<file path="src/urh_pkg.sv">
`timescale 1ns / 1ps
`default_nettype none
// Shared types and constants for the undo/redo history block.
// Depends on nothing; urh_ifs.sv, undo_redo_history and the bench import it.
package urh_pkg;

    // Fixed field widths of the request, result and configuration channels.
    localparam int REQ_W    = 2;
    localparam int WORD_W   = 32;
    localparam int STATUS_W = 2;
    localparam int CFG_W    = 5;

    // Depth limit after reset, before any clamping to the stack size.
    localparam int LIMIT_RESET = 10;

    // Request codes.
    localparam logic [REQ_W-1:0] REQ_PERFORM = 2'd0;
    localparam logic [REQ_W-1:0] REQ_UNDO    = 2'd1;
    localparam logic [REQ_W-1:0] REQ_REDO    = 2'd2;

    // Status codes.
    localparam logic [STATUS_W-1:0] STATUS_OK        = 2'd0;
    localparam logic [STATUS_W-1:0] STATUS_NO_UNDO   = 2'd1;
    localparam logic [STATUS_W-1:0] STATUS_NO_REDO   = 2'd2;
    localparam logic [STATUS_W-1:0] STATUS_UNDO_FULL = 2'd3;

    // One result item as it is held in the output buffer.
    typedef struct packed {
        logic [WORD_W-1:0]   current_state;
        logic                current_valid;
        logic [STATUS_W-1:0] status;
        logic [CFG_W-1:0]    undo_entries;
        logic [CFG_W-1:0]    redo_entries;
    } urh_result_t;

endpackage

`default_nettype wire

</file>
<file path="src/urh_ifs.sv">
`timescale 1ns / 1ps
`default_nettype none
// Valid/ready channel interfaces of the undo/redo history block:
// request input, result output and depth limit write. Uses urh_pkg.

// Request channel: operation code and the word for a perform.
interface urh_req_if import urh_pkg::*; ();
    logic              valid;
    logic              ready;
    logic [REQ_W-1:0]  req_type;
    logic [WORD_W-1:0] new_state;

    modport source (output valid, req_type, new_state, input ready);
    modport sink   (input valid, req_type, new_state, output ready);
endinterface

// Result channel: one result per request.
interface urh_res_if import urh_pkg::*; ();
    logic                valid;
    logic                ready;
    logic [WORD_W-1:0]   current_state;
    logic                current_valid;
    logic [STATUS_W-1:0] status;
    logic [CFG_W-1:0]    undo_entries;
    logic [CFG_W-1:0]    redo_entries;

    modport source (output valid, current_state, current_valid, status,
                    undo_entries, redo_entries, input ready);
    modport sink   (input valid, current_state, current_valid, status,
                    undo_entries, redo_entries, output ready);
endinterface

// Configuration channel: writes the depth limit register.
interface urh_cfg_if import urh_pkg::*; ();
    logic             valid;
    logic             ready;
    logic [CFG_W-1:0] depth_limit;

    modport source (output valid, depth_limit, input ready);
    modport sink   (input valid, depth_limit, output ready);
endinterface

`default_nettype wire

</file>
<file path="src/undo_redo_history.sv">
`timescale 1ns / 1ps
`default_nettype none
// Undo/redo history: a current state word and two bounded stacks of earlier words.
// The result of a request is registered in the output buffer when it is accepted.
// Throughput: one request per cycle; ready drops only while both output entries are full.
// Each stack keeps its top word in a register and the rest in a RAM read one entry ahead.
// Reset clears both stack counts, the current word and the output buffer, and sets
// the depth limit to 10 (clamped to the stack size). RAM contents are not cleared.
module undo_redo_history import urh_pkg::*; #(
    parameter int STACK_DEPTH = 16,
    parameter int STATE_WIDTH = 32
) (
    input  wire logic   clk,
    input  wire logic   rst_n,
    urh_req_if.sink     req,
    urh_res_if.source   res,
    urh_cfg_if.sink     cfg
);

    localparam int AW  = $clog2(STACK_DEPTH);
    localparam int DW  = $clog2(STACK_DEPTH + 1);
    localparam int LW  = (DW > CFG_W) ? DW : CFG_W;
    localparam int SW  = STATE_WIDTH;
    localparam int XW  = (SW > WORD_W) ? SW : WORD_W;
    localparam int LIM_RST = (STACK_DEPTH < LIMIT_RESET) ? STACK_DEPTH : LIMIT_RESET;

    // Depth limit, held already clamped to the range 1 .. STACK_DEPTH.
    logic [DW-1:0] lim_reg;
    logic [LW-1:0] cfg_ext;
    logic [DW-1:0] lim_next;

    // Current word.
    logic [SW-1:0] cur_reg, cur_next;
    logic          present_reg, present_next;

    // Undo stack: count, cached top word, RAM for the words below it.
    logic [DW-1:0] u_depth_reg, u_depth_next;
    logic [SW-1:0] u_top_reg, u_top_next;
    logic [SW-1:0] u_rdata, u_second;
    logic          u_byp_reg;
    logic [SW-1:0] u_byp_data_reg;
    logic          u_push, u_pop, u_full, u_we;
    logic [AW-1:0] u_waddr, u_raddr;

    // Redo stack, same organization.
    logic [DW-1:0] r_depth_reg, r_depth_next;
    logic [SW-1:0] r_top_reg, r_top_next;
    logic [SW-1:0] r_rdata, r_second;
    logic          r_byp_reg;
    logic [SW-1:0] r_byp_data_reg;
    logic          r_push, r_pop, r_full, r_clear, r_we;
    logic [AW-1:0] r_waddr, r_raddr;

    // Request decode and result.
    logic                in_fire;
    logic [SW-1:0]       word_in;
    logic [STATUS_W-1:0] status;
    urh_result_t         result;

    // Output buffer: result register plus one skid entry.
    urh_result_t out_reg, skid_reg;
    logic        out_valid_reg, skid_valid_reg;
    logic        out_fire;

    assign in_fire   = req.valid && req.ready;
    assign out_fire  = out_valid_reg && res.ready;
    assign req.ready = !skid_valid_reg;
    assign cfg.ready = 1'b1;
    assign word_in   = SW'(XW'(req.new_state));

    // Clamp a written limit: zero acts as one, large values as the stack size.
    always_comb
    begin
        cfg_ext = LW'(cfg.depth_limit);
        if (cfg_ext == '0)
        begin
            lim_next = DW'(1);
        end
        else if (cfg_ext > LW'(STACK_DEPTH))
        begin
            lim_next = DW'(STACK_DEPTH);
        end
        else
        begin
            lim_next = DW'(cfg_ext);
        end
    end

    always_ff @(posedge clk or negedge rst_n)
    begin
        if (!rst_n)
        begin
            lim_reg <= DW'(LIM_RST);
        end
        else if (cfg.valid)
        begin
            lim_reg <= lim_next;
        end
    end

    // Second-from-top words, taking a word written in the previous cycle from the bypass.
    assign u_second = u_byp_reg ? u_byp_data_reg : u_rdata;
    assign r_second = r_byp_reg ? r_byp_data_reg : r_rdata;
    assign u_full   = (u_depth_reg >= lim_reg);
    assign r_full   = (r_depth_reg >= lim_reg);

    // Decide the pushes and pops that the request causes, and its status.
    always_comb
    begin
        u_push       = 1'b0;
        u_pop        = 1'b0;
        r_push       = 1'b0;
        r_pop        = 1'b0;
        r_clear      = 1'b0;
        status       = STATUS_OK;
        cur_next     = cur_reg;
        present_next = present_reg;
        if (in_fire)
        begin
            case (req.req_type)
                REQ_PERFORM:
                begin
                    if (present_reg)
                    begin
                        if (u_full)
                        begin
                            status = STATUS_UNDO_FULL;
                        end
                        else
                        begin
                            u_push = 1'b1;
                        end
                    end
                    cur_next     = word_in;
                    present_next = 1'b1;
                    r_clear      = 1'b1;
                end
                REQ_UNDO:
                begin
                    if (u_depth_reg == '0)
                    begin
                        status = STATUS_NO_UNDO;
                    end
                    else
                    begin
                        r_push   = !r_full;
                        u_pop    = 1'b1;
                        cur_next = u_top_reg;
                    end
                end
                REQ_REDO:
                begin
                    if (r_depth_reg == '0)
                    begin
                        status = STATUS_NO_REDO;
                    end
                    else
                    begin
                        if (u_full)
                        begin
                            status = STATUS_UNDO_FULL;
                        end
                        else
                        begin
                            u_push = 1'b1;
                        end
                        r_pop    = 1'b1;
                        cur_next = r_top_reg;
                    end
                end
                default:
                begin
                    status = STATUS_OK;
                end
            endcase
        end
    end

    // Undo stack next state and RAM access.
    always_comb
    begin
        u_depth_next = u_depth_reg;
        u_top_next   = u_top_reg;
        if (u_push)
        begin
            u_depth_next = u_depth_reg + DW'(1);
            u_top_next   = cur_reg;
        end
        else if (u_pop)
        begin
            u_depth_next = u_depth_reg - DW'(1);
            u_top_next   = u_second;
        end
    end

    assign u_we    = u_push && (u_depth_reg != '0);
    assign u_waddr = AW'(u_depth_reg - DW'(1));
    assign u_raddr = AW'(u_depth_next - DW'(2));

    // Redo stack next state and RAM access.
    always_comb
    begin
        r_depth_next = r_depth_reg;
        r_top_next   = r_top_reg;
        if (r_clear)
        begin
            r_depth_next = '0;
        end
        else if (r_push)
        begin
            r_depth_next = r_depth_reg + DW'(1);
            r_top_next   = cur_reg;
        end
        else if (r_pop)
        begin
            r_depth_next = r_depth_reg - DW'(1);
            r_top_next   = r_second;
        end
    end

    assign r_we    = r_push && (r_depth_reg != '0);
    assign r_waddr = AW'(r_depth_reg - DW'(1));
    assign r_raddr = AW'(r_depth_next - DW'(2));

    urh_ram #(
        .WIDTH (SW),
        .DEPTH (STACK_DEPTH)
    ) u_undo_ram (
        .clk   (clk),
        .we    (u_we),
        .waddr (u_waddr),
        .wdata (u_top_reg),
        .raddr (u_raddr),
        .rdata (u_rdata)
    );

    urh_ram #(
        .WIDTH (SW),
        .DEPTH (STACK_DEPTH)
    ) u_redo_ram (
        .clk   (clk),
        .we    (r_we),
        .waddr (r_waddr),
        .wdata (r_top_reg),
        .raddr (r_raddr),
        .rdata (r_rdata)
    );

    // Stack counts, current word and bypass flags.
    always_ff @(posedge clk or negedge rst_n)
    begin
        if (!rst_n)
        begin
            u_depth_reg <= '0;
            r_depth_reg <= '0;
            cur_reg     <= '0;
            present_reg <= 1'b0;
            u_byp_reg   <= 1'b0;
            r_byp_reg   <= 1'b0;
        end
        else
        begin
            u_depth_reg <= u_depth_next;
            r_depth_reg <= r_depth_next;
            cur_reg     <= cur_next;
            present_reg <= present_next;
            u_byp_reg   <= u_we && (u_waddr == u_raddr);
            r_byp_reg   <= r_we && (r_waddr == r_raddr);
        end
    end

    // Top words and bypass data need no reset.
    always_ff @(posedge clk)
    begin
        u_top_reg      <= u_top_next;
        r_top_reg      <= r_top_next;
        u_byp_data_reg <= u_top_reg;
        r_byp_data_reg <= r_top_reg;
    end

    // Result of the request being accepted.
    always_comb
    begin
        result.current_state = WORD_W'(XW'(cur_next));
        result.current_valid = present_next;
        result.status        = status;
        result.undo_entries  = CFG_W'(LW'(u_depth_next));
        result.redo_entries  = CFG_W'(LW'(r_depth_next));
    end

    // Output buffer control.
    always_ff @(posedge clk or negedge rst_n)
    begin
        if (!rst_n)
        begin
            out_valid_reg  <= 1'b0;
            skid_valid_reg <= 1'b0;
        end
        else if (skid_valid_reg)
        begin
            if (out_fire)
            begin
                skid_valid_reg <= 1'b0;
            end
        end
        else if (in_fire)
        begin
            if (out_valid_reg && !out_fire)
            begin
                skid_valid_reg <= 1'b1;
            end
            else
            begin
                out_valid_reg <= 1'b1;
            end
        end
        else if (out_fire)
        begin
            out_valid_reg <= 1'b0;
        end
    end

    // Output buffer data.
    always_ff @(posedge clk)
    begin
        if (skid_valid_reg)
        begin
            if (out_fire)
            begin
                out_reg <= skid_reg;
            end
        end
        else if (in_fire)
        begin
            if (out_valid_reg && !out_fire)
            begin
                skid_reg <= result;
            end
            else
            begin
                out_reg <= result;
            end
        end
    end

    assign res.valid         = out_valid_reg;
    assign res.current_state = out_reg.current_state;
    assign res.current_valid = out_reg.current_valid;
    assign res.status        = out_reg.status;
    assign res.undo_entries  = out_reg.undo_entries;
    assign res.redo_entries  = out_reg.redo_entries;

    // Neither stack ever holds more words than the stack size.
    assert property (@(posedge clk) disable iff (!rst_n)
        (u_depth_reg <= DW'(STACK_DEPTH)) && (r_depth_reg <= DW'(STACK_DEPTH)))
    else $error("stack count above stack size");

    // The skid entry is only occupied behind a waiting result.
    assert property (@(posedge clk) disable iff (!rst_n)
        skid_valid_reg |-> out_valid_reg)
    else $error("skid entry holds a result while the output register is empty");

    // A perform always leaves the redo stack empty.
    assert property (@(posedge clk) disable iff (!rst_n)
        in_fire && (req.req_type == REQ_PERFORM) |=> (r_depth_reg == '0))
    else $error("redo stack not emptied by a perform");

    // The undo count and the current word only move when a request is accepted.
    assert property (@(posedge clk) disable iff (!rst_n)
        !in_fire |=> $stable(u_depth_reg) && $stable(cur_reg))
    else $error("history state changed without a request");

    // A nonempty undo stack implies a current word exists.
    assert property (@(posedge clk) disable iff (!rst_n)
        (u_depth_reg != '0) |-> present_reg)
    else $error("undo entries without a current word");

endmodule

`default_nettype wire

</file>
<file path="src/urh_ram.sv">
`timescale 1ns / 1ps
`default_nettype none
// Generic single-write, single-read RAM with a registered read port.
// A read of the address being written returns the old contents. No dependencies.
module urh_ram #(
    parameter int WIDTH = 32,
    parameter int DEPTH = 16
) (
    input  wire logic                     clk,
    input  wire logic                     we,
    input  wire logic [$clog2(DEPTH)-1:0] waddr,
    input  wire logic [WIDTH-1:0]         wdata,
    input  wire logic [$clog2(DEPTH)-1:0] raddr,
    output logic      [WIDTH-1:0]         rdata
);

    logic [WIDTH-1:0] mem [DEPTH];

    // Write port.
    always_ff @(posedge clk)
    begin
        if (we)
        begin
            mem[waddr] <= wdata;
        end
    end

    // Registered read port.
    always_ff @(posedge clk)
    begin
        rdata <= mem[raddr];
    end

endmodule

`default_nettype wire

</file>
<file path="src/flat_wrapper.sv">
// flat-port wrapper written by rule: the top's interface ports become plain ports
module undo_redo_history_flat import urh_pkg::*;
#(
    parameter int STACK_DEPTH = 16,
    parameter int STATE_WIDTH = 32
)
  (clk, rst_n, req_valid, req_req_type, req_new_state, req_ready, res_valid, res_current_state, res_current_valid, res_status, res_undo_entries, res_redo_entries, res_ready, cfg_valid, cfg_depth_limit, cfg_ready);
  urh_req_if req_i ();
  urh_res_if res_i ();
  urh_cfg_if cfg_i ();
  input  wire logic clk;
  input  wire logic rst_n;
  input wire logic [$bits(req_i.valid)-1:0] req_valid;
  input wire logic [$bits(req_i.req_type)-1:0] req_req_type;
  input wire logic [$bits(req_i.new_state)-1:0] req_new_state;
  output wire logic [$bits(req_i.ready)-1:0] req_ready;
  output wire logic [$bits(res_i.valid)-1:0] res_valid;
  output wire logic [$bits(res_i.current_state)-1:0] res_current_state;
  output wire logic [$bits(res_i.current_valid)-1:0] res_current_valid;
  output wire logic [$bits(res_i.status)-1:0] res_status;
  output wire logic [$bits(res_i.undo_entries)-1:0] res_undo_entries;
  output wire logic [$bits(res_i.redo_entries)-1:0] res_redo_entries;
  input wire logic [$bits(res_i.ready)-1:0] res_ready;
  input wire logic [$bits(cfg_i.valid)-1:0] cfg_valid;
  input wire logic [$bits(cfg_i.depth_limit)-1:0] cfg_depth_limit;
  output wire logic [$bits(cfg_i.ready)-1:0] cfg_ready;
  assign req_i.valid = req_valid;
  assign req_i.req_type = req_req_type;
  assign req_i.new_state = req_new_state;
  assign req_ready = req_i.ready;
  assign res_valid = res_i.valid;
  assign res_current_state = res_i.current_state;
  assign res_current_valid = res_i.current_valid;
  assign res_status = res_i.status;
  assign res_undo_entries = res_i.undo_entries;
  assign res_redo_entries = res_i.redo_entries;
  assign res_i.ready = res_ready;
  assign cfg_i.valid = cfg_valid;
  assign cfg_i.depth_limit = cfg_depth_limit;
  assign cfg_ready = cfg_i.ready;
  undo_redo_history #(.STACK_DEPTH(STACK_DEPTH), .STATE_WIDTH(STATE_WIDTH)) u_core (.clk(clk), .rst_n(rst_n), .req(req_i), .res(res_i), .cfg(cfg_i));
endmodule
</file>
<file path="config.mk">
export PLATFORM = sky130hd
export DESIGN_NAME = undo_redo_history_flat
export DESIGN_NICKNAME = d
export VERILOG_FILES = /design/src/urh_pkg.sv /design/src/urh_ifs.sv /design/src/undo_redo_history.sv /design/src/urh_ram.sv /design/src/flat_wrapper.sv
export SDC_FILE = /design/constraint.sdc
export NUM_CORES = 2
export LEC_CHECK = 0
export BUFFER_PORTS_ARGS = -buffer_cell sky130_fd_sc_hd__clkbuf_2
export CAP_MARGIN = 20
export CORE_AREA = 2 2 267 401
export CTS_BUF_LIST = sky130_fd_sc_hd__clkbuf_8 sky130_fd_sc_hd__clkbuf_16
export DETAILED_ROUTE_END_ITERATION = 12
export DIE_AREA = 0 0 269 403
export PLACE_DENSITY = 0.71
export SLEW_MARGIN = 5
export SYNTH_ARGS = -nofsm -noshare
export SYNTH_HDL_FRONTEND = slang
export SYNTH_SLANG_ARGS = --single-unit
</file>
<file path="constraint.sdc">
create_clock -name clk -period 7.7 [get_ports clk]
set_input_delay 0.385 -clock clk [delete_from_list [all_inputs] [get_ports clk]]
set_output_delay 0.385 -clock clk [all_outputs]
set_load 0.005 [all_outputs]
</file>
==> results.toml <==
[status]
run_status = "complete, no violations"

[grt]
first_pass_grt_wire_length_um = 227000
number_of_antenna_violations_at_the_first_check_in_global_routing = 3
grt_pass1_vias = 35700
gr-total-overflow = 0
gr-usage-all-layers_pct = 28.3
grt_start_max_net_pins = 189

[routing]
avgRoutedWirePerCell_um = 28.5
dr.pass1.iters = 9
drc = 0
first_iter_violations = 5327
detailed_route_via_count = 37400
drt_wl_total_um = 156000
vias_per_cell = 6.83
antenna_violating_nets_post_route = 0

[cts]
insertion_delay_ns = 0.75
cts_htree_levels = 3
clock-root-buffer = "sky130_fd_sc_hd__clkbuf_16"
cts_buffers = 116
clk_transition_reported_paths_ns = 0.07
post-cts-setup-buffers = 0
cts.sinks = 1358
tritoncts_clock_tree = "yes"
cts.path.max_buffers = 3

[critical_path]
rr_worst_depth = 12
cp_data_required_time_ns = 8.34
regToRegSetupSlack_ns = 2.11
regToRegEndpoint = "u_core.u_undo_ram.rdata[12]"
crit_path_launch = "u_core.u_depth_reg[0]"
start_kind = "flip-flop"
worstReg2RegStart = "u_core.u_depth_reg[0]"
crit_path_end = "u_core.u_undo_ram.rdata[12]"
crit_path_end_kind = "flip-flop"
crit_path_max_fanout = 105
type_of_the_setup_path_with_the_least_slack = "flip-flop to flip-flop"
arrival_ns = 6.22

[floorplan]
design.portCount = 92
die_w_um = 269
fp.dieH_um = 403
area_enclosed_by_the_die_boundary_sq_mm = 0.108
initial_utilization_pct = 54.6
rows = 146
design.core.area_sq_mm = 0.105

[hold_path]
min_path_type = "primary input to flip-flop"
hold_start = "cfg_valid"

[synth]
synth_seq_cells = 1358
syn-cell-area_sq_mm = 0.0574
syn_nets = 4080
synth-async-reset-ratio_pct = 3.83
synth-warning-count = 0
syn-mean-instance-area_sq_um = 14.3
synth_cell_type_count = 70
postSynthCellCount = 4013
synth_edf_count = 1178
yosysSeqAreaShare_pct = 68.4
synth_ff_type = "sky130_fd_sc_hd__edfxtp_1"

[pwr]
leakage_power_nw = 20.7
power_density_mw_per_mm2 = 404
worst_ir_drop_vdd_uv = 500

[place]
placedInstanceArea_sq_mm = 0.0592
detailed_place_hpwl_um = 86700
placement.io_buffers = 90
routabilityCongestion = 0.870

[final_layout]
finalNetCount = 4033
final.fill_count = 7713
synthToLayoutAreaGrowth_pct = 10.3
finish.instance_area_sq_mm = 0.0632
final_layout_size_suffix_gt1_share_pct = 13.8

[timing]
timing.final.max_slew_violations = 0
sum_of_negative_setup_slack_ns = 0
achievable-frequency_mhz = 179
rsz0062_at_grt = "no"
setup-violations-final = 0
timing.final.hold_violations = 0
min_period_over_period_pct = 72.6
clock_skew_ns = 0.0307
timing.final.crit_period_ns = 5.59
maxSlewHeadroom_pct = 20.7
worst_slew_pin_slew_ns = 1.19

[flow_run]
max_cap_viol_count = 0
==> kinds of logic (layout without fill, tap and decap cells) <==
group / after synthesis / count (layout) / synth area share [%]
fa+ha+maj: 23 / 23 / 0.502
compound gates: 1263 / 1263 / 16.7
buf+inv: 372 / 429 / 2.72
xor+xnor: 18 / 18 / 0.316
mux: 334 / 334 / 6.17
simple gates: 644 / 644 / 5.17
other cells: 1 / 4 / 0.00654
flops: 1358 / 1358 / 68.4
==> per-layer routing <==
layer / share of wire [%] / track usage [%]
met4: 5.3 / 15.1
met3: 8.0 / 3.66
met5: 0 / 0
met1: 37 / 35.6
met2: 50 / 47.7
==> cell usage after synthesis, drive strengths merged (3+ instances only) <==
library cell | number | share of area, %
a211o | 34 | 0.52
dfrtp | 50 | 2.2
mux2i | 200 | 3.5
inv | 19 | 0.12
o2bb2ai | 32 | 0.50
nor2b | 66 | 0.72
xnor2 | 11 | 0.17
edfxtp | 1178 | 62
nand3 | 102 | 0.89
o21a | 3 | 0.039
nand4 | 32 | 0.35
o21ai | 238 | 2.1
a222oi | 64 | 1.1
clkbuf | 256 | 1.7
buf | 97 | 0.92
a31oi | 3 | 0.033
o211ai | 35 | 0.46
a211oi | 126 | 1.7
and2 | 17 | 0.19
nand2 | 292 | 1.9
nand2b | 8 | 0.087
nand3b | 5 | 0.065
a22oi | 288 | 3.8
and3 | 3 | 0.033
a2111o | 62 | 1.2
ha | 23 | 0.50
o2111ai | 62 | 0.95
a221oi | 161 | 2.5
a221o | 31 | 0.54
mux2 | 132 | 2.6
dfxtp | 128 | 4.5
nor3 | 12 | 0.11
a21oi | 79 | 0.70
nor2 | 95 | 0.62
xor2 | 6 | 0.10
a22o | 34 | 0.52
==> final cells by class <==
| cell class | instances | area, sq um | share of cell area (%) |
|---|---|---|---|
| antenna | 3 | 7.51 | 0.0119 |
| sequential | 1358 | 39200 | 62.1 |
| timing repair buffer | 188 | 1330 | 2.10 |
| multi-input combinational | 2283 | 16900 | 26.7 |
| inverter | 19 | 81.3 | 0.129 |
| clock inverter | 92 | 818 | 1.29 |
| tap | 1406 | 1760 | 2.78 |
| clock buffer | 130 | 3110 | 4.91 |
==> layout by cell type (no fill, tap or decap), drive strengths merged, types with 47 or more instances in the layout <==
cell type  synthesis  final
edfxtp          1178   1178
nand2            292    292
a22oi            288    288
o21ai            238    238
clkbuf           256    219
mux2i            200    200
a221oi           161    161
mux2             132    132
dfxtp            128    128
a211oi           126    126
nand3            102    102
nor2              95     95
buf               97     84
a21oi             79     79
nor2b             66     66
a222oi            64     64
a2111o            62     62
o2111ai           62     62
dfrtp             50     50
inv               19     48
clkinv             0     47
==> how the worst min path moves through the flow <==
| stage | to | slack (ns) | depth (start not counted) |
|---|---|---|---|
| 5_1_grt | u_core.lim_reg[0] | 0.06 | 2 |
| 4_1_cts | u_core.lim_reg[0] | 0.007 | 2 |
| 3_3_place_gp | u_core.cur_reg[22] | 0.42 | 1 |
| 3_5_place_dp | u_core.cur_reg[22] | 0.42 | 1 |
| 6_report | u_core.lim_reg[0] | 0.04 | 2 |
| 2_1_floorplan | u_core.cur_reg[0] | 0.09 | 0 |
==> report_power, final <==
| part | internal [W] | total, W | switching (W) |
|---|---|---|---|
| Clock | 0.00333 | 0.00598 | 0.00265 |
| Sequential | 0.00929 | 0.0102 | 0.000887 |
| Combinational | 0.00337 | 0.00940 | 0.00603 |
==> through the flow <==
step	std cells	total power [W]	util [%]	worst slack, ns	hold slack [ns]
6_report	5479	0.0256	60.2	2.11	0.0375
5_1_grt	5478	0.0266	60.2	1.90	0.0647
4_1_cts	5476	0.0255	60.2	2.22	0.00708
3_5_place_dp	5239	0.0195	56.3	2.24	0.424
3_3_place_gp	5238	0.0193	56.3	2.28	0.418
2_1_floorplan	4013	0.0165	-	2.18	0.0894
==> worst max-delay path, stage by stage (launching register included) <==
cell and delay (ns):
sky130_fd_sc_hd__dfrtp_4 0.70, sky130_fd_sc_hd__inv_4 0.63, sky130_fd_sc_hd__ha_1 0.36, sky130_fd_sc_hd__or4b_1 0.49, sky130_fd_sc_hd__nand2_2 0.29, sky130_fd_sc_hd__o22ai_1 0.12
sky130_fd_sc_hd__a31o_2 0.32, sky130_fd_sc_hd__inv_8 0.46, sky130_fd_sc_hd__ha_1 0.29, sky130_fd_sc_hd__xor3_2 0.34, sky130_fd_sc_hd__or2_2 0.91, sky130_fd_sc_hd__o2bb2ai_1 0.18
sky130_fd_sc_hd__a211o_1 0.31
==> what timing repair did <==
action | 4_1_cts | 5_1_grt
hold buffers | 15 | 0
gates resized for setup | 0 | 0
endpoints found under the hold margin | 23 | 0
Note: power is estimated with default switching activity, not from simulation.
